### config.mk
export PLATFORM = sky130hd
export DESIGN_NAME = gbs_ctrl
export DESIGN_NICKNAME = d
export VERILOG_FILES = /design/src/sv/gbs_pkg.sv /design/src/sv/gbs_ctrl.sv
export SDC_FILE = /design/constraint.sdc
export NUM_CORES = 1
export LEC_CHECK = 0
export ABC_CLOCK_PERIOD_IN_PS = 13500
export BUFFER_PORTS_ARGS = -buffer_cell sky130_fd_sc_hd__buf_2
export CORE_UTILIZATION = 25
export CTS_BUF_LIST = sky130_fd_sc_hd__clkbuf_4 sky130_fd_sc_hd__clkbuf_8
export CTS_CLUSTER_DIAMETER = 40
export DETAILED_ROUTE_END_ITERATION = 10
export HOLD_SLACK_MARGIN = 0.02
export PLACE_DENSITY = 0.53
export SYNTH_ARGS = -nofsm -noshare
export SYNTH_HDL_FRONTEND = slang
export SYNTH_SLANG_ARGS = --single-unit
### constraint.sdc
create_clock -name clk -period 13.5 [get_ports clk]
set_clock_uncertainty 0.15 [all_clocks]
set_input_delay 2.025 -clock clk [delete_from_list [all_inputs] [get_ports clk]]
set_output_delay 2.025 -clock clk [all_outputs]
set_load 0.02 [all_outputs]
### src/sv/gbs_pkg.sv
// Shared types, codes and constants of the 3x3 Gaussian blur stream.
package gbs_pkg;

  localparam int MAX_WIDTH_DEF = 2048;

  localparam int PIX_BITS      = 8;
  localparam int IMG_W_BITS    = 12;
  localparam int IMG_H_BITS    = 16;
  localparam int WGT_BITS      = 12;
  localparam int FRAC_BITS     = 12;
  localparam int CFG_IDX_BITS  = 3;
  localparam int CFG_DATA_BITS = 16;
  localparam int PIX_MAX       = 255;

  typedef logic [PIX_BITS-1:0]     pix_t;
  typedef logic [CFG_IDX_BITS-1:0] cfg_idx_t;
  typedef logic [WGT_BITS-1:0]     wgt_t;

  // Configuration register indexes
  localparam cfg_idx_t CFG_IMAGE_WIDTH   = 3'd0;
  localparam cfg_idx_t CFG_IMAGE_HEIGHT  = 3'd1;
  localparam cfg_idx_t CFG_CORNER_WEIGHT = 3'd2;
  localparam cfg_idx_t CFG_EDGE_WEIGHT   = 3'd3;
  localparam cfg_idx_t CFG_CENTER_WEIGHT = 3'd4;

  // Register reset values
  localparam logic [IMG_W_BITS-1:0] RST_IMAGE_WIDTH   = 12'd2048;
  localparam logic [IMG_H_BITS-1:0] RST_IMAGE_HEIGHT  = 16'd1080;
  localparam wgt_t                  RST_CORNER_WEIGHT = 12'd312;
  localparam wgt_t                  RST_EDGE_WEIGHT   = 12'd451;
  localparam wgt_t                  RST_CENTER_WEIGHT = 12'd1044;

  // Input item kinds (tuser)
  localparam logic OP_PIXEL = 1'b0;
  localparam logic OP_FLUSH = 1'b1;

  // Source of a result pixel
  typedef enum logic [1:0] {
    SEL_BLUR,
    SEL_CENTER,
    SEL_UPPER_B,
    SEL_LOWER_B
  } src_sel_t;

  // Decision taken for one accepted item
  typedef struct packed {
    logic     is_pixel;
    logic     emit;
    src_sel_t sel;
    logic     frame_last;
    pix_t     pixel;
  } issue_t;

  typedef struct packed {
    wgt_t corner;
    wgt_t side;
    wgt_t center;
  } weights_t;

endpackage

### src/sv/gbs_ctrl.sv
// Raster position, pending-result count and per-item decision with read addresses.
module gbs_ctrl #(
  parameter int MAX_WIDTH = gbs_pkg::MAX_WIDTH_DEF
) (
  input  logic                                 clk,
  input  logic                                 rst_n,
  input  logic                                 accept,
  input  logic                                 opcode,
  input  gbs_pkg::pix_t                        pixel,
  input  logic [gbs_pkg::IMG_W_BITS-1:0]       image_width,
  input  logic [gbs_pkg::IMG_H_BITS-1:0]       image_height,
  output gbs_pkg::issue_t                      issue,
  output logic [$clog2(MAX_WIDTH)-1:0]         addr_x,
  output logic [$clog2(MAX_WIDTH)-1:0]         addr_last,
  output logic [$clog2(MAX_WIDTH)-1:0]         addr_flush
);
  import gbs_pkg::*;

  localparam int AW = $clog2(MAX_WIDTH);
  localparam int LW = $clog2(MAX_WIDTH + 2);
  localparam int YW = IMG_H_BITS + 1;

  logic [AW-1:0]         col_r, col_nxt;
  logic [IMG_H_BITS-1:0] row_r, row_nxt;
  logic [LW-1:0]         pend_r, pend_nxt;

  logic [LW-1:0]         w;
  logic [LW-1:0]         wp1;
  logic [LW-1:0]         x;
  logic [LW-1:0]         pc;
  logic [IMG_H_BITS-1:0] h;
  logic [IMG_H_BITS-1:0] y;
  logic [YW-1:0]         y_step;

  always_comb begin
    // Effective frame size
    if (image_width == '0) begin
      w = LW'(1);
    end else if (32'(image_width) > 32'(MAX_WIDTH)) begin
      w = LW'(MAX_WIDTH);
    end else begin
      w = LW'(image_width);
    end
    wp1 = w + LW'(1);
    h   = (image_height == '0) ? IMG_H_BITS'(1) : image_height;

    // Position of this pixel; wrap on a shrunk size
    x      = LW'(col_r);
    y_step = {1'b0, row_r};
    if (x >= w) begin
      x      = '0;
      y_step = y_step + YW'(1);
    end
    if (y_step >= {1'b0, h}) begin
      x      = '0;
      y_step = '0;
    end
    y = y_step[IMG_H_BITS-1:0];

    pc = (pend_r > wp1) ? wp1 : pend_r;

    issue            = '0;
    issue.sel        = SEL_CENTER;
    issue.pixel      = pixel;
    col_nxt          = col_r;
    row_nxt          = row_r;
    pend_nxt         = pend_r;

    if (opcode == OP_FLUSH) begin
      if (pend_r != '0) begin
        issue.emit       = 1'b1;
        issue.sel        = (pc == wp1) ? SEL_UPPER_B : SEL_LOWER_B;
        issue.frame_last = (pc == LW'(1));
        pend_nxt         = pc - LW'(1);
      end
    end else begin
      issue.is_pixel = 1'b1;
      if ((x != '0) && (y != '0)) begin
        issue.emit = 1'b1;
        issue.sel  = ((x == LW'(1)) || (y == IMG_H_BITS'(1))) ? SEL_CENTER : SEL_BLUR;
      end else if ((x == '0) && (y >= IMG_H_BITS'(2))) begin
        issue.emit = 1'b1;
        issue.sel  = SEL_UPPER_B;
      end

      // Start of frame drops what the last frame left pending
      if ((x == '0) && (y == '0)) begin
        pend_nxt = '0;
      end

      if ((x + LW'(1)) >= w) begin
        col_nxt = '0;
        if (({1'b0, y} + YW'(1)) >= {1'b0, h}) begin
          row_nxt  = '0;
          pend_nxt = (y == '0) ? w : wp1;
        end else begin
          row_nxt = y + IMG_H_BITS'(1);
        end
      end else begin
        col_nxt = AW'(x + LW'(1));
        row_nxt = y;
      end
    end

    addr_x     = x[AW-1:0];
    addr_last  = AW'(w - LW'(1));
    addr_flush = AW'(w - pc);
  end

  always_ff @(posedge clk) begin
    if (!rst_n) begin
      col_r  <= '0;
      row_r  <= '0;
      pend_r <= '0;
    end else if (accept) begin
      col_r  <= col_nxt;
      row_r  <= row_nxt;
      pend_r <= pend_nxt;
    end
  end

endmodule

Word-level counts from Yosys, hierarchy flattened
Index checks and enable logic that the tools add are counted.
{ "word_totals": {"register_bits": 39, "latchBits": 0, "ramBits": 0, "mem_bits_ro": 0, "input_bits": 40, "output_inout_bits": 46, "word_cells": 62, "memories": 0} }
{ "op_classes": {"add_sub_neg": 8, "n_mul": 0, "div_mod_pow": 0, "magnitude_cmp": 7, "eq_ne": 5, "shift": 0, "n_mux": 25, "n_bitwise": 1, "reduce_logical": 13} }
{ "op_table": {"columns": ["cell", "n"], "rows": [
  ["$mux 12", 10],
  ["$mux 16", 4],
  ["$add 16x1->17 const B", 2],
  ["$ge 17x16->1", 2],
  ["$logic_not 16->1", 2],
  ["$add 12x1->12 const B", 2],
  ["$eq 12x1->1 const B", 2],
  ["$logic_not 12->1", 2],
  ["$reduce_bool 12->1", 2],
  ["$mux 11", 2],
  ["$mux 17", 1],
  ["$add 16x1->16 const B", 1],
  ["$eq 16x1->1 const B", 1],
  ["$ge 16x2->1 const B", 1],
  ["$reduce_bool 16->1", 1],
  ["$eq 12x12->1", 1],
  ["$ge 11x12->1", 1],
  ["$ge 12x12->1", 1],
  ["$gt 12x12->1", 1],
  ["$gt 12x12->1 const B", 1],
  ["$sub 12x1->12 const B", 1],
  ["$sub 11x1->11 const B", 1],
  ["$sub 11x11->11", 1],
  ["$mux 3", 3],
  ["other kinds (7)", 13]
]} }

Logic depth before layout (Yosys ltp)
{ "logic_depth": {"ltp_word": 13, "ltp_mapped": 43} }

Least setup slack after synthesis
OpenSTA, ideal clock, no wires.
{ "synth_timing": {"path_kind": "in2reg", "from": "input image_width[7] (netlist name)", "to": "register pend_r[0]", "setup_ps": 117, "t_arrival_ps": 10116, "t_required_ps": 13233, "setup_slack_ps": 3117, "stages": 39, "n_path_buf": 3, "cell_sequence": "nor4_1 a31oi_1 nor2_1 ha_1 nand2b_4 a2111oi_4 nor4_2 o311ai_1 xor2_1 inv_1 ha_1 a211o_1 a211oi_1 o211ai_1 a41o_1 buf_2 buf_1 nor2_1 (+3 left out) a41oi_1 o22ai_1 nor2b_1 nand2_1 xor2_1 nor2_1 ha_1 a21o_1 a21oi_1 nor2b_1 a2111oi_0 o211ai_1 a211oi_1 o22ai_2 buf_6 or2_2 o311a_1 a32o_1"} }
{ "synth_via": {"elab_chain_cells": 13, "elab_cells_between_ends": 27, "classes_between": "add/sub (4); order compare (6); mux (13); reduce/logical (4)"} }
{ "synth_lines": {"columns": ["element", "line", "rtl"], "rows": [
  ["start: declaration", "gbs_ctrl.sv:10", "input logic [gbs_pkg::IMG_W_BITS-1:0] image_width,"],
  ["$gt 12x12->1", "gbs_ctrl.sv:39", "end else if (32'(image_width) > 32'(MAX_WIDTH)) begin"],
  ["$mux 12", "gbs_ctrl.sv:39", null],
  ["$mux 12 (*)", "gbs_ctrl.sv:37", "if (image_width == '0) begin"],
  ["parallel branches: the longest is 9 deep, another holds $ge 17x16->1", null, null],
  ["$mux 12 (*)", "gbs_ctrl.sv:69", "if (opcode == OP_FLUSH) begin"],
  ["end signal: assignment", "gbs_ctrl.sv:118", "pend_r <= pend_nxt;"],
  ["end: declaration", "gbs_ctrl.sv:25", "logic [LW-1:0] pend_r, pend_nxt;"]
]} }
Every way passes the cells marked *. The select of a mux whose other input is x is not followed.
A chain may end at the register's enable or synchronous reset.

Worst setup path in the final report
{ "layout_timing": {"from": "input image_width[11] (netlist name)", "to": "register row_r[6]"} }
{ "layout_via": {"elab_chain_cells": 11, "elab_cells_between_ends": 17, "classes_between": "add/sub (3); order compare (5); mux (8); reduce/logical (1)"} }
{ "layout_lines": {"columns": ["element", "line", "rtl"], "rows": [
  ["$gt 12x12->1", "gbs_ctrl.sv:39", null],
  ["$mux 12", "gbs_ctrl.sv:39", null],
  ["$mux 12 (*)", "gbs_ctrl.sv:37", null],
  ["$ge 11x12->1", "gbs_ctrl.sv:50", "if (x >= w) begin"],
  ["$mux 17", "gbs_ctrl.sv:50", null],
  ["$ge 17x16->1", "gbs_ctrl.sv:54", "if (y_step >= {1'b0, h}) begin"],
  ["$mux 16", "gbs_ctrl.sv:54", null],
  ["$add 16x1->17", "gbs_ctrl.sv:93", "if (({1'b0, y} + YW'(1)) >= {1'b0, h}) begin"],
  ["$ge 17x16->1", "gbs_ctrl.sv:93", null],
  ["$mux 16", "gbs_ctrl.sv:93", null],
  ["$mux 16 (*)", "gbs_ctrl.sv:91", "if ((x + LW'(1)) >= w) begin"],
  ["end signal: assignment", "gbs_ctrl.sv:117", "row_r <= row_nxt;"],
  ["end: declaration", "gbs_ctrl.sv:24", "logic [IMG_H_BITS-1:0] row_r, row_nxt;"]
]} }
Every way passes the cells marked *; elsewhere a longest branch is shown, timed or not.

==> results.md <==
- Status: completed
- Gr usage total: 0.171
- Number of diodes: 0
- Area Overhead vs Synth: 10.6%
- Avg Cell Area, Syn: 7.40 um2
- Synthesized area: 6780 um2
- Die width: 167 um
- Cells after DPL: 1286
- Crit start category: primary input
- Vias in the first global route: 6763
- Peak VDD IR: 0.0457 mV
- Via count: 7055
- CTS tree: yes
- Remaining antenna violation count: 0
- Worst EP required: 13.57 ns
- Tmin final: 12.26 ns
- Most frequent cells in the layout: ha_1 (89), nand2_1 (86), nor2_1 (75)
- Max cap viols: 0
- CORE AREA: 26400 um2
- Pleak: 3.22 nW
- CTS Hold Bufs: 0
- Clock Sink Count: 39
- Fmax: 81.6 MHz
- Starting Density: 0.257
- Initial antenna violation count: 0
- Non-filler cells, final: 1294
- Synth Warn #: 0
- Worst path max stage delay: 0.67 ns
- Worst path slowest cell: o2bb2ai_1
- Slew @ Worst Pin: 1.03 ns
- Full die area: 27800 um2
- Vias per Instance: 5.45
- Post-synth cell types: 87
- Register Area: 781 um2
- Crit Path Max Fanout: 21
- Maximum clock path buffer count: 2
- Num CTS Buffers: 5
- Worst slew margin: 0.308
- # DRC: 0
- Number of setup violations in the final report: 0
- H-Tree Depth: 2
- Number of port buffers: 69
- Most used flip-flop cell after synthesis: dfxtp_1
- Async SR Flop Fraction: 0
- Final Cycle Share: 0.908
- Synth Register Bits: 39
- Clk root buf: clkbuf_8
- Hold Slack: 0.408 ns
- Grt total ovfl: 0
- Routed wire length: 23.8 mm
- # rows: 59
- Later-pin clock latency in the skew report: 0.32 ns
- CTS resizes: 0
- Syn nets: 1046
- Drt first-iter violations: 629
- Seq/Total Area, Yosys: 0.115
- Mapped Cells: 916
- Final setup TNS: 0 ns
- Reg clk slew, reported paths: 0.09 ns
- Largest net degree at the start of global routing: 29
- Post-synth EDFFs: 0
- I/O Pins: 86
- CP arrival: 12.33 ns
- Worst Hold Class: flip-flop to flip-flop
- GPL Wtd Cong: 0.892
- Footprint of the multi-input gates: 5510 um2
- Layout cells sized above 1: 0.136
- First-pass GRT wire length: 37.9 mm
- Most common cell after layout, fill and taps aside: ha_1
- PwrDens: 119 nW/um2
- Drt wl/cell: 18.4 um
- Fillers: 2863
- Height of the die: 167 um
- Crit end category: flip-flop
- RSZ-0062 raised after global routing: false
- DPL Wire Length: 19.2 mm
- Post-CTS setup buffer count: 0
- CP Class: primary input to flip-flop
- DRT Pass-1 Iters: 5
- Nets: 1088
- Final Hold Vio Count: 0
- Slew Viols, Final: 0
[synth_stat cells (14+ instances only)]
library cell | number | area, um2
nand4_1 | 20 | 125
nor4_1 | 19 | 119
nor2_1 | 75 | 282
ha_1 | 89 | 1110
xor2_1 | 26 | 228
inv_1 | 65 | 244
xnor2_1 | 46 | 403
and2_1 | 18 | 113
a22oi_1 | 17 | 128
a21oi_1 | 49 | 245
nand2_1 | 86 | 323
nor3_1 | 21 | 105
nand3_1 | 31 | 155
nor2b_1 | 14 | 87.6
clkbuf_1 | 27 | 101
dfxtp_1 | 39 | 781
o21ai_0 | 50 | 250
[per-layer routing]
layer | global-route usage | part of all wire | vias up
met4 | 0.0616 | 0.027 | 0
met5 | 0 | 0 | -
met3 | 0.0216 | 0.068 | 33
li1 | - | - | 3441
met2 | 0.277 | 0.45 | 280
met1 | 0.233 | 0.46 | 3301
[path summary, 6_finish.rpt]
kind / start / cells past startpoint / slack [ns] / end
worst max register to register: col_r[9]$_SDFFE_PN0P_ / 36 / 3.41 / row_r[6]$_SDFFE_PN0P_
worst min-delay path: col_r[1]$_SDFFE_PN0P_ / 2 / 0.41 / col_r[1]$_SDFFE_PN0P_
worst min register to register: col_r[1]$_SDFFE_PN0P_ / 2 / 0.41 / col_r[1]$_SDFFE_PN0P_
worst max-delay path: image_width[11] / 40 / 1.24 / row_r[6]$_SDFFE_PN0P_
[flip-flops by register name (all words and copies together) (netlist names)]
signal,count
col_r,11
pend_r,12
row_r,16
[worst max-delay path, delay by kind of cell]
family	cells	cell delay, ns
compound gates	17	4.97
xor+xnor	2	0.38
simple gates	11	2.37
buf+inv	6	1.27
fa+ha+maj	4	1.27
[power breakdown]
part / switching (W) / leakage (nW) / internal, W
registers: 0.0000331 / 0.318 / 0.000129
clock network: 0.0000505 / 0.0505 / 0.0000466
logic: 0.000390 / 2.85 / 0.000246
[per-stage QoR]
step | util | worst slack [ns] | total power [W] | instance area (um2)
floorplan | - | 3.12 | 0.000624 | 6780
global placement | 0.280 | 1.55 | 0.000795 | 7390
detailed placement | 0.280 | 1.09 | 0.000797 | 7390
CTS | 0.284 | 1.41 | 0.000898 | 7500
global route | 0.284 | 0.431 | 0.000975 | 7500
finish | 0.284 | 1.24 | 0.000896 | 7500
[kinds of logic (layout without fill, tap and decap cells)]
| logic type | after synthesis | after routing | share of synthesized area |
|---|---|---|---|
| multiplexers | 15 | 15 | 0.0240 |
| XOR/XNOR | 77 | 77 | 0.105 |
| AND/OR/NAND/NOR | 338 | 338 | 0.257 |
| AO/OA/AOI/OAI | 244 | 244 | 0.259 |
| adder cells (fa/ha/maj) | 90 | 90 | 0.167 |
| buffers and inverters | 113 | 156 | 0.0725 |
| flip-flops | 39 | 39 | 0.115 |
[layout make-up]
cell class | count | share of cell area
Multi-Input combinational cell | 764 | 0.735
Sequential cell | 39 | 0.104
Timing Repair Buffer | 80 | 0.0571
Tap cell | 335 | 0.0559
Inverter | 68 | 0.0341
Clock buffer | 7 | 0.0129
Clock inverter | 1 | 0.00100
(Power assumes the default switching activity.)
