**src/sv/gbs_pkg.sv**
```systemverilog
// Shared types, codes and constants of the 3x3 Gaussian blur stream.
package gbs_pkg;

  localparam int MAX_WIDTH_DEF = 2048;

  localparam int PIX_BITS      = 8;
  localparam int IMG_W_BITS    = 12;
  localparam int IMG_H_BITS    = 16;
  localparam int WGT_BITS      = 12;
  localparam int FRAC_BITS     = 12;
  localparam int CFG_IDX_BITS  = 3;
  localparam int CFG_DATA_BITS = 16;
  localparam int PIX_MAX       = 255;

  typedef logic [PIX_BITS-1:0]     pix_t;
  typedef logic [CFG_IDX_BITS-1:0] cfg_idx_t;
  typedef logic [WGT_BITS-1:0]     wgt_t;

  // Configuration register indexes
  localparam cfg_idx_t CFG_IMAGE_WIDTH   = 3'd0;
  localparam cfg_idx_t CFG_IMAGE_HEIGHT  = 3'd1;
  localparam cfg_idx_t CFG_CORNER_WEIGHT = 3'd2;
  localparam cfg_idx_t CFG_EDGE_WEIGHT   = 3'd3;
  localparam cfg_idx_t CFG_CENTER_WEIGHT = 3'd4;

  // Register reset values
  localparam logic [IMG_W_BITS-1:0] RST_IMAGE_WIDTH   = 12'd2048;
  localparam logic [IMG_H_BITS-1:0] RST_IMAGE_HEIGHT  = 16'd1080;
  localparam wgt_t                  RST_CORNER_WEIGHT = 12'd312;
  localparam wgt_t                  RST_EDGE_WEIGHT   = 12'd451;
  localparam wgt_t                  RST_CENTER_WEIGHT = 12'd1044;

  // Input item kinds (tuser)
  localparam logic OP_PIXEL = 1'b0;
  localparam logic OP_FLUSH = 1'b1;

  // Source of a result pixel
  typedef enum logic [1:0] {
    SEL_BLUR,
    SEL_CENTER,
    SEL_UPPER_B,
    SEL_LOWER_B
  } src_sel_t;

  // Decision taken for one accepted item
  typedef struct packed {
    logic     is_pixel;
    logic     emit;
    src_sel_t sel;
    logic     frame_last;
    pix_t     pixel;
  } issue_t;

  typedef struct packed {
    wgt_t corner;
    wgt_t side;
    wgt_t center;
  } weights_t;

endpackage

```
**src/sv/gbs_filter.sv**
```systemverilog
// Window, line-store write-back, weighted sum pipeline and output register.
module gbs_filter #(
  parameter int MAX_WIDTH = gbs_pkg::MAX_WIDTH_DEF
) (
  input  logic                         clk,
  input  logic                         rst_n,
  input  logic                         accept,
  input  gbs_pkg::issue_t              issue,
  input  logic [$clog2(MAX_WIDTH)-1:0] addr_x,
  input  gbs_pkg::weights_t            weights,
  input  gbs_pkg::pix_t                up_a,
  input  gbs_pkg::pix_t                up_b,
  input  gbs_pkg::pix_t                lo_a,
  input  gbs_pkg::pix_t                lo_b,
  output logic                         in_ready,
  output logic                         wr_en,
  output logic [$clog2(MAX_WIDTH)-1:0] wr_addr,
  output gbs_pkg::pix_t                up_wdata,
  output gbs_pkg::pix_t                lo_wdata,
  output logic                         out_valid,
  input  logic                         out_ready,
  output gbs_pkg::pix_t                out_pixel,
  output logic                         out_last
);
  import gbs_pkg::*;

  localparam int AW     = $clog2(MAX_WIDTH);
  localparam int SUM_W  = PIX_BITS + 2;
  localparam int PROD_W = WGT_BITS + SUM_W;
  localparam int ACC_W  = PROD_W + 2;
  localparam int RES_W  = ACC_W - FRAC_BITS;

  logic rdy1, rdy2, rdy3, rdy_o;
  logic s1_done;

  // Stage 1: read data in hand
  logic          s1_v_r;
  issue_t        s1_issue_r;
  logic [AW-1:0] s1_x_r;
  pix_t          win_r [3][2];

  logic [SUM_W-1:0] corners, sides;
  pix_t             center, pass;

  // Stage 2: sums
  logic             s2_v_r;
  logic             s2_blur_r;
  logic             s2_last_r;
  pix_t             s2_pass_r;
  pix_t             s2_center_r;
  logic [SUM_W-1:0] s2_corners_r, s2_sides_r;

  // Stage 3: products
  logic              s3_v_r;
  logic              s3_blur_r;
  logic              s3_last_r;
  pix_t              s3_pass_r;
  logic [PROD_W-1:0] prod_c_r, prod_s_r, prod_m_r;

  logic [ACC_W-1:0]  acc;
  logic [RES_W-1:0]  scaled;
  pix_t              blurred;

  // Output register
  logic out_v_r;
  pix_t out_pix_r;
  logic out_last_r;

  assign rdy_o    = !out_v_r || out_ready;
  assign rdy3     = !s3_v_r || rdy_o;
  assign rdy2     = !s2_v_r || rdy3;
  assign rdy1     = !s1_v_r || rdy2;
  assign in_ready = rdy1;
  assign s1_done  = s1_v_r && rdy2;

  always_ff @(posedge clk) begin
    if (!rst_n) begin
      s1_v_r <= 1'b0;
    end else if (rdy1) begin
      s1_v_r <= accept;
    end
  end

  always_ff @(posedge clk) begin
    if (accept) begin
      s1_issue_r <= issue;
      s1_x_r     <= addr_x;
    end
  end

  always_comb begin
    corners = SUM_W'(win_r[0][0]) + SUM_W'(up_a) + SUM_W'(win_r[2][0])
            + SUM_W'(s1_issue_r.pixel);
    sides   = SUM_W'(win_r[0][1]) + SUM_W'(win_r[1][0]) + SUM_W'(lo_a)
            + SUM_W'(win_r[2][1]);
    center  = win_r[1][1];
    case (s1_issue_r.sel)
      SEL_UPPER_B: pass = up_b;
      SEL_LOWER_B: pass = lo_b;
      default:     pass = center;
    endcase
  end

  // Write back: the row above moves up, the new pixel fills the row below
  assign wr_en    = s1_done && s1_issue_r.is_pixel;
  assign wr_addr  = s1_x_r;
  assign up_wdata = lo_a;
  assign lo_wdata = s1_issue_r.pixel;

  always_ff @(posedge clk) begin
    if (!rst_n) begin
      for (int r = 0; r < 3; r++) begin
        win_r[r][0] <= '0;
        win_r[r][1] <= '0;
      end
    end else if (wr_en) begin
      for (int r = 0; r < 3; r++) begin
        win_r[r][0] <= win_r[r][1];
      end
      win_r[0][1] <= up_a;
      win_r[1][1] <= lo_a;
      win_r[2][1] <= s1_issue_r.pixel;
    end
  end

  always_ff @(posedge clk) begin
    if (!rst_n) begin
      s2_v_r <= 1'b0;
    end else if (rdy2) begin
      s2_v_r <= s1_v_r && s1_issue_r.emit;
    end
  end

  always_ff @(posedge clk) begin
    if (s1_done) begin
      s2_blur_r    <= (s1_issue_r.sel == SEL_BLUR);
      s2_last_r    <= s1_issue_r.frame_last;
      s2_pass_r    <= pass;
      s2_center_r  <= center;
      s2_corners_r <= corners;
      s2_sides_r   <= sides;
    end
  end

  always_ff @(posedge clk) begin
    if (!rst_n) begin
      s3_v_r <= 1'b0;
    end else if (rdy3) begin
      s3_v_r <= s2_v_r;
    end
  end

  always_ff @(posedge clk) begin
    if (rdy3 && s2_v_r) begin
      prod_c_r  <= PROD_W'(weights.corner) * PROD_W'(s2_corners_r);
      prod_s_r  <= PROD_W'(weights.side) * PROD_W'(s2_sides_r);
      prod_m_r  <= PROD_W'(weights.center) * PROD_W'(s2_center_r);
      s3_blur_r <= s2_blur_r;
      s3_last_r <= s2_last_r;
      s3_pass_r <= s2_pass_r;
    end
  end

  // Truncate once, then saturate
  always_comb begin
    acc     = ACC_W'(prod_c_r) + ACC_W'(prod_s_r) + ACC_W'(prod_m_r);
    scaled  = acc[ACC_W-1:FRAC_BITS];
    blurred = (scaled > RES_W'(PIX_MAX)) ? PIX_BITS'(PIX_MAX) : scaled[PIX_BITS-1:0];
  end

  always_ff @(posedge clk) begin
    if (!rst_n) begin
      out_v_r <= 1'b0;
    end else if (rdy_o) begin
      out_v_r <= s3_v_r;
    end
  end

  always_ff @(posedge clk) begin
    if (rdy_o && s3_v_r) begin
      out_pix_r  <= s3_blur_r ? blurred : s3_pass_r;
      out_last_r <= s3_last_r;
    end
  end

  assign out_valid = out_v_r;
  assign out_pixel = out_pix_r;
  assign out_last  = out_last_r;

endmodule

```
**config.mk**
```make
export PLATFORM = sky130hd
export DESIGN_NAME = gbs_filter
export DESIGN_NICKNAME = d
export VERILOG_FILES = /design/src/sv/gbs_pkg.sv /design/src/sv/gbs_filter.sv
export SDC_FILE = /design/constraint.sdc
export NUM_CORES = 1
export LEC_CHECK = 0
export ABC_CLOCK_PERIOD_IN_PS = 7800
export BUFFER_PORTS_ARGS = -buffer_cell sky130_fd_sc_hd__clkbuf_2
export CAP_MARGIN = 25
export CORE_MARGIN = 3
export CORE_UTILIZATION = 63
export DETAILED_ROUTE_END_ITERATION = 16
export HOLD_SLACK_MARGIN = 0.1
export PLACE_DENSITY = 0.79
export RECOVER_POWER = 100
export SLEW_MARGIN = 20
export SYNTH_ARGS = -nofsm -noshare
export SYNTH_HDL_FRONTEND = slang
export SYNTH_SLANG_ARGS = --single-unit
```
**constraint.sdc**
```tcl
create_clock -name clk -period 7.8 [get_ports clk]
set_clock_uncertainty 0.2 [all_clocks]
set_input_delay 0.78 -clock clk [delete_from_list [all_inputs] [get_ports clk]]
set_output_delay 0.78 -clock clk [all_outputs]
set_load 0.01 [all_outputs]
```
# --- Word level (Yosys, flattened, before mapping) ---
# Memories as Yosys holds them, arrays and structs flattened.
# Index checks and enable logic that the tools add are counted.
word_totals:
  register_bits: 149
  latchBits: 0
  ram_bits: 48
  romBits: 0
  output_inout_bits: 39
  word_cells: 72
  memories: 1
op_classes:
  n_addsub: 8
  mul: 3
  div: 0
  n_lt_le_gt_ge: 1
  n_eq_ne: 2
  n_shift: 0
  n_mux: 13
  n_bitwise: 6
  reduce_logical: 14
mem_list:
  columns: ["name", "depth", "width", "read_ports", "rd_clocked_by_memory_dff", "write_ports", "line", "rtl"]
  rows:
  - ["win_r", 3, 16, 3, 0, 3, "gbs_filter.sv:40", "pix_t win_r [3][2];"]
op_table:
  columns: ["operator", "count"]
  rows:
  - ["$mux W8", 8]
  - ["$mul A12 B10 Y22", 2]
  - ["$add A23 B20 Y24", 1]
  - ["$add A22 B22 Y23", 1]
  - ["$add A10 B8 Y10", 2]
  - ["$add A9 B8 Y10", 2]
  - ["$mul A12 B8 Y20", 1]
  - ["$add A8 B8 Y9", 2]
  - ["$pmux W8 S2", 1]
  - ["$gt A12 B8 Y1 const B", 1]
  - ["$or A1 B1 Y1", 6]
  - ["$logic_and A1 B1 Y1", 5]
  - ["$eq A2 B2 Y1 const B", 2]
  - ["$logic_not A1 Y1", 4]
  - ["$logic_or A1 B1 Y1", 4]
  - ["$mux W1", 4]
  - ["$logic_not A2 Y1", 1]

# --- Depth between registers and ports, before layout ---
# Gate-level depths: netlist of run 1.
depth:
  word_depth: 10
  mapped_depth: 21
  ltp_nobuf: 20

# --- Worst setup path after synthesis of run 1 ---
# OpenSTA, ideal clock, no wires.
synth_path:
  path_type: "input-to-reg"
  from: "input port weights[19] in the netlist's numbering"
  to: "register prod_s_r[20] (data pin)"
  t_arrival_ns: 5.471
  required_time_ns: 7.335
  setup_slack_ns: 1.864
  stages: 20
  path_cell_list: "clkbuf_1 > nand2_1 > fa_1 > inv_1 > fa_1 > inv_1 > fa_1 > inv_1 > fa_1 > inv_1 > fa_1 > inv_1 > ha_1 > o21ai_1 > nand2b_1 > a31oi_1 > o21ai_1 > a2111o_1 > and3_1 > or3_1"
synth_between:
  elab_chain_cells: 1
synth_lines:
  columns: ["element", "line", "rtl"]
  rows:
  - ["start, declared", "gbs_filter.sv:10", "input gbs_pkg::weights_t weights,"]
  - ["$mul A12 B10 Y22", "gbs_filter.sv:156", "prod_s_r <= PROD_W'(weights.side) * PROD_W'(s2_sides_r);"]
  - ["end signal, assigned", "gbs_filter.sv:156", null]
  - ["end, declared", "gbs_filter.sv:58", "logic [PROD_W-1:0] prod_c_r, prod_s_r, prod_m_r;"]
# Every way passes these cells.
# A chain may end at the register's enable or synchronous reset.

# --- Final worst setup path of run 1 ---
layout_path:
  from: "register s2_sides_r[1]"
  to: "register prod_s_r[20] (data pin)"
layout_between:
  elab_chain_cells: 1
layout_lines:
  columns: ["element", "line", "rtl"]
  rows:
  - ["start, declared", "gbs_filter.sv:51", "logic [SUM_W-1:0] s2_corners_r, s2_sides_r;"]
  - ["start signal, assigned", "gbs_filter.sv:141", "s2_sides_r <= sides;"]
  - ["$mul A12 B10 Y22", "gbs_filter.sv:156", null]
# Every way passes these cells.

==> metrics.txt, run 1 <==
# TYPE chip_impl_metric gauge
chip_impl_info{name="status",value="complete, but fails checks"} 1
chip_impl_info{name="violations",value="max-capacitance violations, max-slew violations"} 1
chip_impl_metric{name="cts-buffers-inserted",unit=""} 17
chip_impl_metric{name="grt.total_usage",unit="%"} 26.4
chip_impl_metric{name="cp_data_required_time",unit="ps"} 7770
chip_impl_metric{name="synth.yosys.warnings",unit=""} 0
chip_impl_metric{name="cp_max_fo",unit=""} 12
chip_impl_metric{name="clkSinkCount",unit=""} 197
chip_impl_info{name="synth.most_common_cell",value="sky130_fd_sc_hd__fa_1"} 1
chip_impl_metric{name="detailroute.via_count",unit=""} 13237
chip_impl_info{name="min_path_type",value="reg2reg"} 1
chip_impl_metric{name="syn_to_final_growth",unit="%"} 7.01
chip_impl_metric{name="drt_pre_antenna_iters",unit=""} 6
chip_impl_info{name="grt_setup_unrepaired",value="false"} 1
chip_impl_metric{name="grt_overflow",unit=""} 0
chip_impl_metric{name="cell_internal_pwr",unit="µW"} 5110
chip_impl_info{name="cts_root_buffer",value="sky130_fd_sc_hd__clkbuf_16"} 1
chip_impl_metric{name="dp_hpwl",unit="µm"} 33300
chip_impl_metric{name="die_h",unit="µm"} 184
chip_impl_info{name="ys_dominant_reg_cell",value="sky130_fd_sc_hd__edfxtp_1"} 1
chip_impl_metric{name="grt_antenna_before_repair",unit=""} 1
chip_impl_metric{name="ios",unit=""} 135
chip_impl_metric{name="vias_per_cell",unit=""} 5.73
chip_impl_metric{name="cts-hold-fix-buffers",unit=""} 0
chip_impl_metric{name="slew-limit-headroom",unit="%"} -174
chip_impl_metric{name="grt_max_degree",unit=""} 75
chip_impl_metric{name="fmaxAchievable",unit="MHz"} 167
chip_impl_metric{name="drtIter0Drc",unit=""} 855
chip_impl_metric{name="min_period_over_period",unit="%"} 76.7
chip_impl_metric{name="synth-edff-count",unit=""} 193
chip_impl_metric{name="post_synth_instance_area",unit="µm²"} 19900
chip_impl_metric{name="num_rows",unit=""} 64
chip_impl_metric{name="final-hold-violation-count",unit=""} 0
chip_impl_metric{name="post_cts_buffers",unit=""} 0
chip_impl_metric{name="pwr-share-seq",unit="%"} 19.3
chip_impl_metric{name="detail_route.wirelength",unit="µm"} 41500
chip_impl_metric{name="io_buffer_count",unit=""} 134
chip_impl_metric{name="clkLatencyLatePin",unit="ps"} 440
chip_impl_metric{name="weighted_congestion_at_the_end_of_routability_driven_global_placement",unit=""} 0.869
chip_impl_info{name="regToRegEndpoint",value="prod_s_r[20]"} 1
chip_impl_metric{name="grt_first_pass_wirelength",unit="µm"} 70400
chip_impl_metric{name="clkTransAtPathRegs",unit="ps"} 80
chip_impl_info{name="cts_tree",value="yes"} 1
chip_impl_metric{name="routedWlPerCell",unit="µm"} 18.0
chip_impl_metric{name="ys_seq_elements",unit=""} 197
chip_impl_info{name="setup.worst_path.start_class",value="flop"} 1
chip_impl_metric{name="fin_area",unit="µm²"} 21200
chip_impl_metric{name="detailed_place.area",unit="µm²"} 20700
chip_impl_info{name="r2r_start",value="s2_sides_r[1]"} 1
chip_impl_metric{name="leakage_power",unit="µW"} 0.00998
chip_impl_metric{name="fin_cells",unit=""} 2310
chip_impl_metric{name="synth_cell_type_count",unit=""} 60
chip_impl_metric{name="max_cap_violations",unit=""} 5
chip_impl_metric{name="p_sw",unit="µW"} 4390
chip_impl_info{name="synth_top_cells_by_area",value="sky130_fd_sc_hd__edfxtp_1, sky130_fd_sc_hd__fa_1, sky130_fd_sc_hd__ha_1"} 1
chip_impl_metric{name="worst-endpoint-arrival",unit="ps"} 5950
chip_impl_metric{name="synth.yosys.seq_area_share",unit="%"} 29.6
chip_impl_metric{name="initial_utilization",unit="%"} 64.4
chip_impl_metric{name="power.share.clock",unit="%"} 9.7
chip_impl_metric{name="worst_r2r_path_depth",unit=""} 19
chip_impl_metric{name="power.total",unit="µW"} 9490
chip_impl_metric{name="worst_ir_drop_vdd",unit="mV"} 0.467
chip_impl_info{name="whs_endpoint",value="s3_pass_r[0]"} 1
chip_impl_metric{name="fin_crit",unit="ps"} 5980
chip_impl_metric{name="synthDominantCellAreaShare",unit="%"} 29.2
chip_impl_metric{name="diodes",unit=""} 0
chip_impl_info{name="timing.hold.worst.start",value="s2_pass_r[0]"} 1
chip_impl_metric{name="actual_transition_at_the_worst_max_transition_pin",unit="ps"} 4120
chip_impl_metric{name="netlist_instances",unit=""} 1824
chip_impl_metric{name="core_area",unit="µm²"} 30800
chip_impl_metric{name="rrSetupSlack",unit="ps"} 1820
chip_impl_metric{name="drive_above_1_share",unit="%"} 7.16
chip_impl_metric{name="postCtsResizedCells",unit=""} 0
chip_impl_info{name="endpoint_kind",value="flop"} 1
chip_impl_metric{name="setup_viol_count_final",unit=""} 0
chip_impl_metric{name="powerDensity",unit="nW/µm²"} 447
chip_impl_metric{name="floorplan.die.width",unit="µm"} 184
chip_impl_metric{name="switching_share",unit="%"} 46.2
chip_impl_metric{name="worstHoldPathCells",unit=""} 0
chip_impl_info{name="yosys.area.top_type",value="sky130_fd_sc_hd__edfxtp_1"} 1
chip_impl_metric{name="htree_levels",unit=""} 4
chip_impl_metric{name="first_global_vias",unit=""} 14318
chip_impl_metric{name="design.final.nets",unit=""} 2459
chip_impl_metric{name="post-route-drc-count",unit=""} 0
chip_impl_metric{name="synth_async_sr_flop_share",unit="%"} 0
chip_impl_metric{name="num-fill-cells",unit=""} 2293
chip_impl_info{name="yosys-top-cells-count",value="sky130_fd_sc_hd__fa_1, sky130_fd_sc_hd__inv_1, sky130_fd_sc_hd__and2_1"} 1
chip_impl_metric{name="design.die.area",unit="µm²"} 33700
chip_impl_metric{name="slew_violations",unit=""} 268
chip_impl_metric{name="place.detailed.instances",unit=""} 2278
chip_impl_metric{name="syn-num-nets",unit=""} 2382
chip_impl_metric{name="cts_buffer_depth",unit=""} 2
chip_impl_metric{name="antenna_violating_nets_post_route",unit=""} 0
chip_impl_metric{name="synth_area_per_cell",unit="µm²"} 10.9
chip_impl_metric{name="combinationalPowerShare",unit="%"} 71.0
chip_impl_metric{name="setup_total_negative_slack",unit="ps"} 0
chip_impl_info{name="criticalPathCategory",value="reg2reg"} 1
[per-stage QoR]
step | hold WS [ps] | worst slack (ps) | utilization, %
global route | 230 | 1550 | 68.9
CTS | 221 | 1860 | 69.2
global placement | 201 | 1710 | 67.1
finish | 222 | 1820 | 68.9
floorplan | 200 | 1860 | -
detailed placement | 205 | 1620 | 67.1
[power by group through the flow]
stage / registers (µW) / logic (µW) / clock network (µW)
2_1_floorplan: 1740 / 5370 / 0
3_3_place_gp: 1850 / 6530 / 0
3_5_place_dp: 1850 / 6730 / 0
4_1_cts: 1830 / 6810 / 928
5_1_grt: 1850 / 7800 / 970
6_report: 1840 / 6740 / 921
[cell usage in the layout (no fill, tap or decap), types with 4 or more instances in the layout]
master / netlist / routed
sky130_fd_sc_hd__clkbuf_2: 0 / 92
sky130_fd_sc_hd__nor3_1: 13 / 13
sky130_fd_sc_hd__or3_1: 6 / 6
sky130_fd_sc_hd__inv_1: 263 / 263
sky130_fd_sc_hd__xor2_1: 21 / 21
sky130_fd_sc_hd__dfxtp_1: 4 / 4
sky130_fd_sc_hd__nand3_1: 20 / 20
sky130_fd_sc_hd__and2_0: 0 / 18
sky130_fd_sc_hd__nand3b_1: 4 / 4
sky130_fd_sc_hd__clkbuf_1: 60 / 45
sky130_fd_sc_hd__clkinv_8: 0 / 5
sky130_fd_sc_hd__inv_8: 0 / 4
sky130_fd_sc_hd__a211oi_1: 9 / 9
sky130_fd_sc_hd__o21bai_1: 13 / 13
sky130_fd_sc_hd__a31oi_1: 9 / 9
sky130_fd_sc_hd__fa_1: 267 / 267
sky130_fd_sc_hd__mux2i_1: 9 / 9
sky130_fd_sc_hd__a21oi_1: 68 / 68
sky130_fd_sc_hd__nand2_1: 167 / 167
sky130_fd_sc_hd__a21boi_0: 4 / 4
sky130_fd_sc_hd__nand2b_1: 5 / 4
sky130_fd_sc_hd__o21a_1: 6 / 6
sky130_fd_sc_hd__clkbuf_16: 0 / 17
sky130_fd_sc_hd__xnor2_1: 52 / 52
sky130_fd_sc_hd__and2_1: 204 / 186
sky130_fd_sc_hd__a21o_1: 20 / 20
sky130_fd_sc_hd__edfxtp_1: 193 / 193
sky130_fd_sc_hd__nor2_1: 45 / 45
sky130_fd_sc_hd__o21ai_0: 30 / 32
sky130_fd_sc_hd__ha_1: 195 / 195
sky130_fd_sc_hd__nor2b_1: 7 / 6
sky130_fd_sc_hd__nand4_1: 6 / 6
sky130_fd_sc_hd__and3_1: 60 / 60
sky130_fd_sc_hd__nor4_1: 3 / 4
[logic make-up (layout without fill, tap and decap cells)]
| logic type | after synthesis | in the layout | synth area share, % |
|---|---|---|---|
| buffers and inverters | 342 | 432 | 6.80 |
| DFF | 197 | 197 | 29.6 |
| adders and majority gates | 462 | 462 | 39.2 |
| AOI/OAI and AO/OA | 187 | 187 | 5.89 |
| muxes | 10 | 10 | 0.510 |
| xor gates and xnor gates | 73 | 73 | 3.22 |
| and+or+nand+nor | 553 | 553 | 14.8 |
[state kept, by name, summed over array words and instances, names as in the netlist]
register      cells
s2_last_r         1
prod_s_r         22
prod_c_r         22
s2_corners_r     10
s1_v_r            1
out_valid         1
prod_m_r         20
s3_blur_r         1
s2_sides_r       10
out_pixel         8
s2_v_r            1
out_last          1
wr_addr          11
s3_last_r         1
s2_center_r       8
s2_blur_r         1
lo_wdata          8
s1_issue_r        5
s3_pass_r         8
s3_v_r            1
s2_pass_r         8
win_r            48
[worst max-delay path, stage by stage, from the launching register on]
cell	delay, ps
sky130_fd_sc_hd__edfxtp_1	670
sky130_fd_sc_hd__nand2_1	160
sky130_fd_sc_hd__fa_1	560
sky130_fd_sc_hd__inv_1	50
sky130_fd_sc_hd__fa_1	500
sky130_fd_sc_hd__inv_1	50
sky130_fd_sc_hd__fa_1	530
sky130_fd_sc_hd__inv_1	50
sky130_fd_sc_hd__fa_1	470
sky130_fd_sc_hd__inv_1	50
sky130_fd_sc_hd__fa_1	470
sky130_fd_sc_hd__inv_1	40
sky130_fd_sc_hd__ha_1	300
sky130_fd_sc_hd__o21ai_0	160
sky130_fd_sc_hd__nand2b_1	90
sky130_fd_sc_hd__a31oi_1	240
sky130_fd_sc_hd__o21ai_0	140
sky130_fd_sc_hd__a2111o_1	470
sky130_fd_sc_hd__and3_1	150
sky130_fd_sc_hd__or3_1	360
[area by class of cell]
type / count / area [µm²] / share of cell area [%]
multi-input cells: 1285 / 12600 / 59.4
flip-flops and latches: 197 / 5880 / 27.7
inverters: 263 / 987 / 4.65
repair buffers: 137 / 629 / 2.96
well taps: 396 / 495 / 2.33
clock buffers: 17 / 425 / 2.00
clock inverters: 15 / 211 / 0.995
[layer usage]
| metal | vias to the layer above | share of wire, % | track usage [%] |
|---|---|---|---|
| met4 | 0 | 3.3 | 8.84 |
| met1 | 6664 | 42 | 35.5 |
| li1 | 6099 | - | - |
| met3 | 77 | 4.8 | 3.38 |
| met5 | - | 0 | 0 |
| met2 | 397 | 50 | 44.9 |
[worst max path at each step]
stage | endpoint | startpoint | cells after the start
6_report | prod_s_r[20] | s2_sides_r[1] | 19
5_1_grt | prod_s_r[20] | s2_sides_r[1] | 19
4_1_cts | prod_s_r[20] | s2_sides_r[1] | 19
3_5_place_dp | prod_s_r[20] | weights[19] | 20
3_3_place_gp | prod_s_r[20] | weights[19] | 20
2_1_floorplan | prod_s_r[20] | weights[19] | 20
No activity file was read; power rests on OpenSTA's default activity.
==> run 2, diff against run 1 <==
- ABC_AREA: default -> 1
- ABC_CLOCK_PERIOD_IN_PS: 7800 -> 6200
- PLACE_DENSITY: 0.79 -> 0.78
- clock period: 7.8 -> 6.2 ns (I/O delays scaled with it)
==> run 2 against run 1 <==
Compared with the run above:
- the run still ends with max-capacitance violations, max-slew violations left
- cell area is 5.7% higher
- count of clock-buffer cells in the layout did not move
- hold slack got worse by 81 ps
- synthesized cell count grew 31%
- sequential share of layout area down 1.5 points
- non-clock buffer count up 1
- area after synthesis up 6.3%
- die area rose by 6.1%
- core utilization fell by 0.41 points
- global-route usage is 1.1 points higher
- setup slack worse by 1200 ps
- critical endpoint is now prod_c_r[17]
- largest cell class unchanged
==> metrics.txt, run 2 <==
# TYPE chip_impl_metric gauge
chip_impl_metric{name="grt_antenna_before_repair",unit=""} 0
chip_impl_metric{name="ios",unit=""} 135
chip_impl_metric{name="setup_total_negative_slack",unit="ps"} 0
chip_impl_metric{name="grt_overflow",unit=""} 0
chip_impl_metric{name="synth-edff-count",unit=""} 193
chip_impl_metric{name="post-route-drc-count",unit=""} 0
chip_impl_metric{name="ys_seq_elements",unit=""} 197
chip_impl_metric{name="vias_per_cell",unit=""} 5.29
chip_impl_metric{name="fin_crit",unit="ps"} 5540
chip_impl_info{name="biggestRegsByFlops",value="win_r (48), prod_c_r (22), prod_s_r (22)"} 1
chip_impl_metric{name="grt_max_degree",unit=""} 49
chip_impl_info{name="final_common_cell",value="sky130_fd_sc_hd__inv_1"} 1
chip_impl_info{name="ys_dominant_reg_cell",value="sky130_fd_sc_hd__edfxtp_1"} 1
chip_impl_metric{name="fin_area",unit="µm²"} 22500
chip_impl_metric{name="worst-endpoint-arrival",unit="ps"} 5530
chip_impl_metric{name="first_global_vias",unit=""} 15751
chip_impl_metric{name="detail_route.wirelength",unit="µm"} 47200
chip_impl_info{name="cp_cell_sequence",value="nand2_1, fa_1, inv_1, fa_1, inv_1, fa_1, inv_1, fa_1, inv_1, fa_1, inv_1, ha_1, a21oi_1, o21ai_0, a21oi_1, o21ai_0, nand3_1, nand2_1, xor2_1"} 1
chip_impl_metric{name="floorplan.die.width",unit="µm"} 189
chip_impl_metric{name="drive_above_1_share",unit="%"} 6.13
chip_impl_metric{name="slew_violations",unit=""} 201
chip_impl_info{name="whs_endpoint",value="lo_wdata[5]"} 1
chip_impl_metric{name="synth_cell_type_count",unit=""} 39
chip_impl_metric{name="netlist_instances",unit=""} 2381
chip_impl_metric{name="rrSetupSlack",unit="ps"} 660
chip_impl_info{name="min_path_type",value="in2reg"} 1
chip_impl_info{name="yosys-top-cells-count",value="sky130_fd_sc_hd__inv_1, sky130_fd_sc_hd__nand2_1, sky130_fd_sc_hd__fa_1"} 1
chip_impl_metric{name="detailroute.via_count",unit=""} 15371
chip_impl_info{name="r2r_start",value="s2_corners_r[1]"} 1
chip_impl_metric{name="cts_buffer_depth",unit=""} 2
chip_impl_info{name="cts_tree",value="yes"} 1
chip_impl_metric{name="final_core_util",unit="%"} 68.5
chip_impl_metric{name="synth.yosys.seq_area_share",unit="%"} 27.8
chip_impl_metric{name="die_h",unit="µm"} 189
chip_impl_metric{name="clkTransAtPathRegs",unit="ps"} 80
chip_impl_info{name="endpoint_kind",value="flop"} 1
chip_impl_metric{name="syn-num-nets",unit=""} 2939
chip_impl_metric{name="num_rows",unit=""} 66
chip_impl_metric{name="postCtsResizedCells",unit=""} 0
chip_impl_metric{name="weighted_congestion_at_the_end_of_routability_driven_global_placement",unit=""} 0.934
chip_impl_metric{name="synth_area_per_cell",unit="µm²"} 8.86
chip_impl_metric{name="design.final.nets",unit=""} 3008
chip_impl_metric{name="clkSinkCount",unit=""} 197
chip_impl_metric{name="cp_data_required_time",unit="ps"} 6190
chip_impl_metric{name="slew-limit-headroom",unit="%"} -23.5
chip_impl_metric{name="post_synth_instance_area",unit="µm²"} 21100
chip_impl_info{name="max_flop_register",value="win_r"} 1
chip_impl_metric{name="maximum_single_stage_delay_on_the_critical_path",unit="ps"} 710
chip_impl_info{name="cts_root_buffer",value="sky130_fd_sc_hd__clkbuf_16"} 1
chip_impl_metric{name="synth_async_sr_flop_share",unit="%"} 0
chip_impl_metric{name="io_buffer_count",unit=""} 134
chip_impl_info{name="status",value="complete, but fails checks"} 1
chip_impl_metric{name="diodes",unit=""} 0
chip_impl_metric{name="post_cts_buffers",unit=""} 0
chip_impl_info{name="synth_top_cells_by_area",value="sky130_fd_sc_hd__edfxtp_1, sky130_fd_sc_hd__fa_1, sky130_fd_sc_hd__ha_1"} 1
chip_impl_metric{name="setup_viol_count_final",unit=""} 0
chip_impl_metric{name="actual_transition_at_the_worst_max_transition_pin",unit="ps"} 1850
chip_impl_metric{name="cts-hold-fix-buffers",unit=""} 0
chip_impl_info{name="synth.most_common_cell",value="sky130_fd_sc_hd__inv_1"} 1
chip_impl_metric{name="min_period_over_period",unit="%"} 89.4
chip_impl_info{name="criticalPathCategory",value="reg2reg"} 1
chip_impl_metric{name="grt_first_pass_wirelength",unit="µm"} 77800
chip_impl_metric{name="clkLatencyLatePin",unit="ps"} 450
chip_impl_metric{name="dp_hpwl",unit="µm"} 39900
chip_impl_metric{name="design.die.area",unit="µm²"} 35700
chip_impl_metric{name="max_cap_violations",unit=""} 5
chip_impl_metric{name="detailed_place.area",unit="µm²"} 21900
chip_impl_metric{name="cts-buffers-inserted",unit=""} 17
chip_impl_metric{name="cp_max_fo",unit=""} 12
chip_impl_metric{name="syn_to_final_growth",unit="%"} 6.45
chip_impl_info{name="timing.hold.worst.start",value="issue[5]"} 1
chip_impl_info{name="grt_setup_unrepaired",value="false"} 1
chip_impl_metric{name="fmaxAchievable",unit="MHz"} 180
chip_impl_metric{name="max_ffs_per_register",unit=""} 48
chip_impl_metric{name="place.detailed.instances",unit=""} 2873
chip_impl_metric{name="final-hold-violation-count",unit=""} 0
chip_impl_metric{name="drt_pre_antenna_iters",unit=""} 5
chip_impl_info{name="regToRegEndpoint",value="prod_c_r[17]"} 1
chip_impl_metric{name="synthDominantCellAreaShare",unit="%"} 27.5
chip_impl_metric{name="worst_r2r_path_depth",unit=""} 19
chip_impl_metric{name="synth.yosys.warnings",unit=""} 0
chip_impl_metric{name="routedWlPerCell",unit="µm"} 16.3
chip_impl_metric{name="htree_levels",unit=""} 4
chip_impl_info{name="worst_path_max_delay_cell",value="sky130_fd_sc_hd__edfxtp_1"} 1
chip_impl_metric{name="core_area",unit="µm²"} 32800
chip_impl_info{name="setup.worst_path.start_class",value="flop"} 1
chip_impl_info{name="violations",value="max-capacitance violations, max-slew violations"} 1
chip_impl_metric{name="drtIter0Drc",unit=""} 1050
chip_impl_info{name="layout.cells.most_common_list",value="sky130_fd_sc_hd__inv_1, sky130_fd_sc_hd__nand2_1, sky130_fd_sc_hd__fa_1, sky130_fd_sc_hd__ha_1, sky130_fd_sc_hd__edfxtp_1"} 1
chip_impl_metric{name="initial_utilization",unit="%"} 64.4
chip_impl_metric{name="worstHoldPathCells",unit=""} 1
chip_impl_info{name="yosys.area.top_type",value="sky130_fd_sc_hd__edfxtp_1"} 1
chip_impl_metric{name="fin_cells",unit=""} 2905
chip_impl_metric{name="antenna_violating_nets_post_route",unit=""} 0
chip_impl_metric{name="grt.total_usage",unit="%"} 27.5
run 2: changes by cell type after synthesis, moves of 17 or more:
cell	before	now
sky130_fd_sc_hd__nand3_1	20	47
sky130_fd_sc_hd__a21oi_1	68	85
sky130_fd_sc_hd__xor2_1	21	41
sky130_fd_sc_hd__nor2_1	45	112
sky130_fd_sc_hd__nand2_1	167	579
sky130_fd_sc_hd__inv_1	263	596
sky130_fd_sc_hd__and2_1	204	1
sky130_fd_sc_hd__xnor2_1	52	24
sky130_fd_sc_hd__and3_1	60	0
run 2: per-stage QoR:
| step | hold WS, ps | worst slack, ps |
|---|---|---|
| after floorplan | 200 | 976 |
| after global placement | 200 | 751 |
| after detailed placement | 205 | 660 |
| after CTS | 120 | 755 |
| after global routing | 122 | 374 |
| final | 141 | 659 |
run 2: metal layers:
layer / track usage (%) / routed length, µm / part of all wire, %
met1: 37.3 / 20000 / 42
met5: 0 / 0 / 0
met2: 44.8 / 22100 / 47
met4: 8.85 / 1480 / 3.1
met3: 5.78 / 3670 / 7.8
run 2: cell families (layout without fill, tap and decap cells):
logic type      count (synthesis)  count (layout)  synth area share, %
simple gates                  795             795                 15.1
buf+inv                       689             771                 12.7
fa+ha+maj                     462             462                 36.9
flops                         197             197                 27.8
compound gates                173             173                 4.73
xor+xnor                       65              65                 2.70
run 2: critical path: cells and delay by family (launching register included):
kind                       cells  cell delay, ps
adders and majority gates      6            2850
AOI/OAI and AO/OA              4             780
and+or+nand+nor                3             330
DFF                            1             710
buffers and inverters          5             240
xor gates and xnor gates       1             150
run 2: how the worst max path moves through the flow:
stage / start / to / slack [ps] / cells after the start
6_report: s2_corners_r[1] / prod_c_r[17] / 660 / 19
5_1_grt: s2_corners_r[1] / prod_c_r[17] / 370 / 19
4_1_cts: s2_corners_r[1] / prod_c_r[17] / 750 / 19
3_5_place_dp: weights[31] / prod_c_r[17] / 660 / 20
3_3_place_gp: weights[31] / prod_c_r[17] / 750 / 20
2_1_floorplan: weights[31] / prod_c_r[17] / 980 / 20
run 2: final cells by class:
type                            count  area, µm²
Multi-Input combinational cell   1495      12500
Fill cell                        2619      10300
Sequential cell                   197       5880
Inverter                          601       2260
Timing Repair Buffer              138        643
Tap cell                          442        553
Clock buffer                       17        425
Clock inverter                     15        195
Power of run 2 is left out: the tool's default activity adds up to more than one toggle a clock period on the data nets, which glitch-free logic cannot reach.
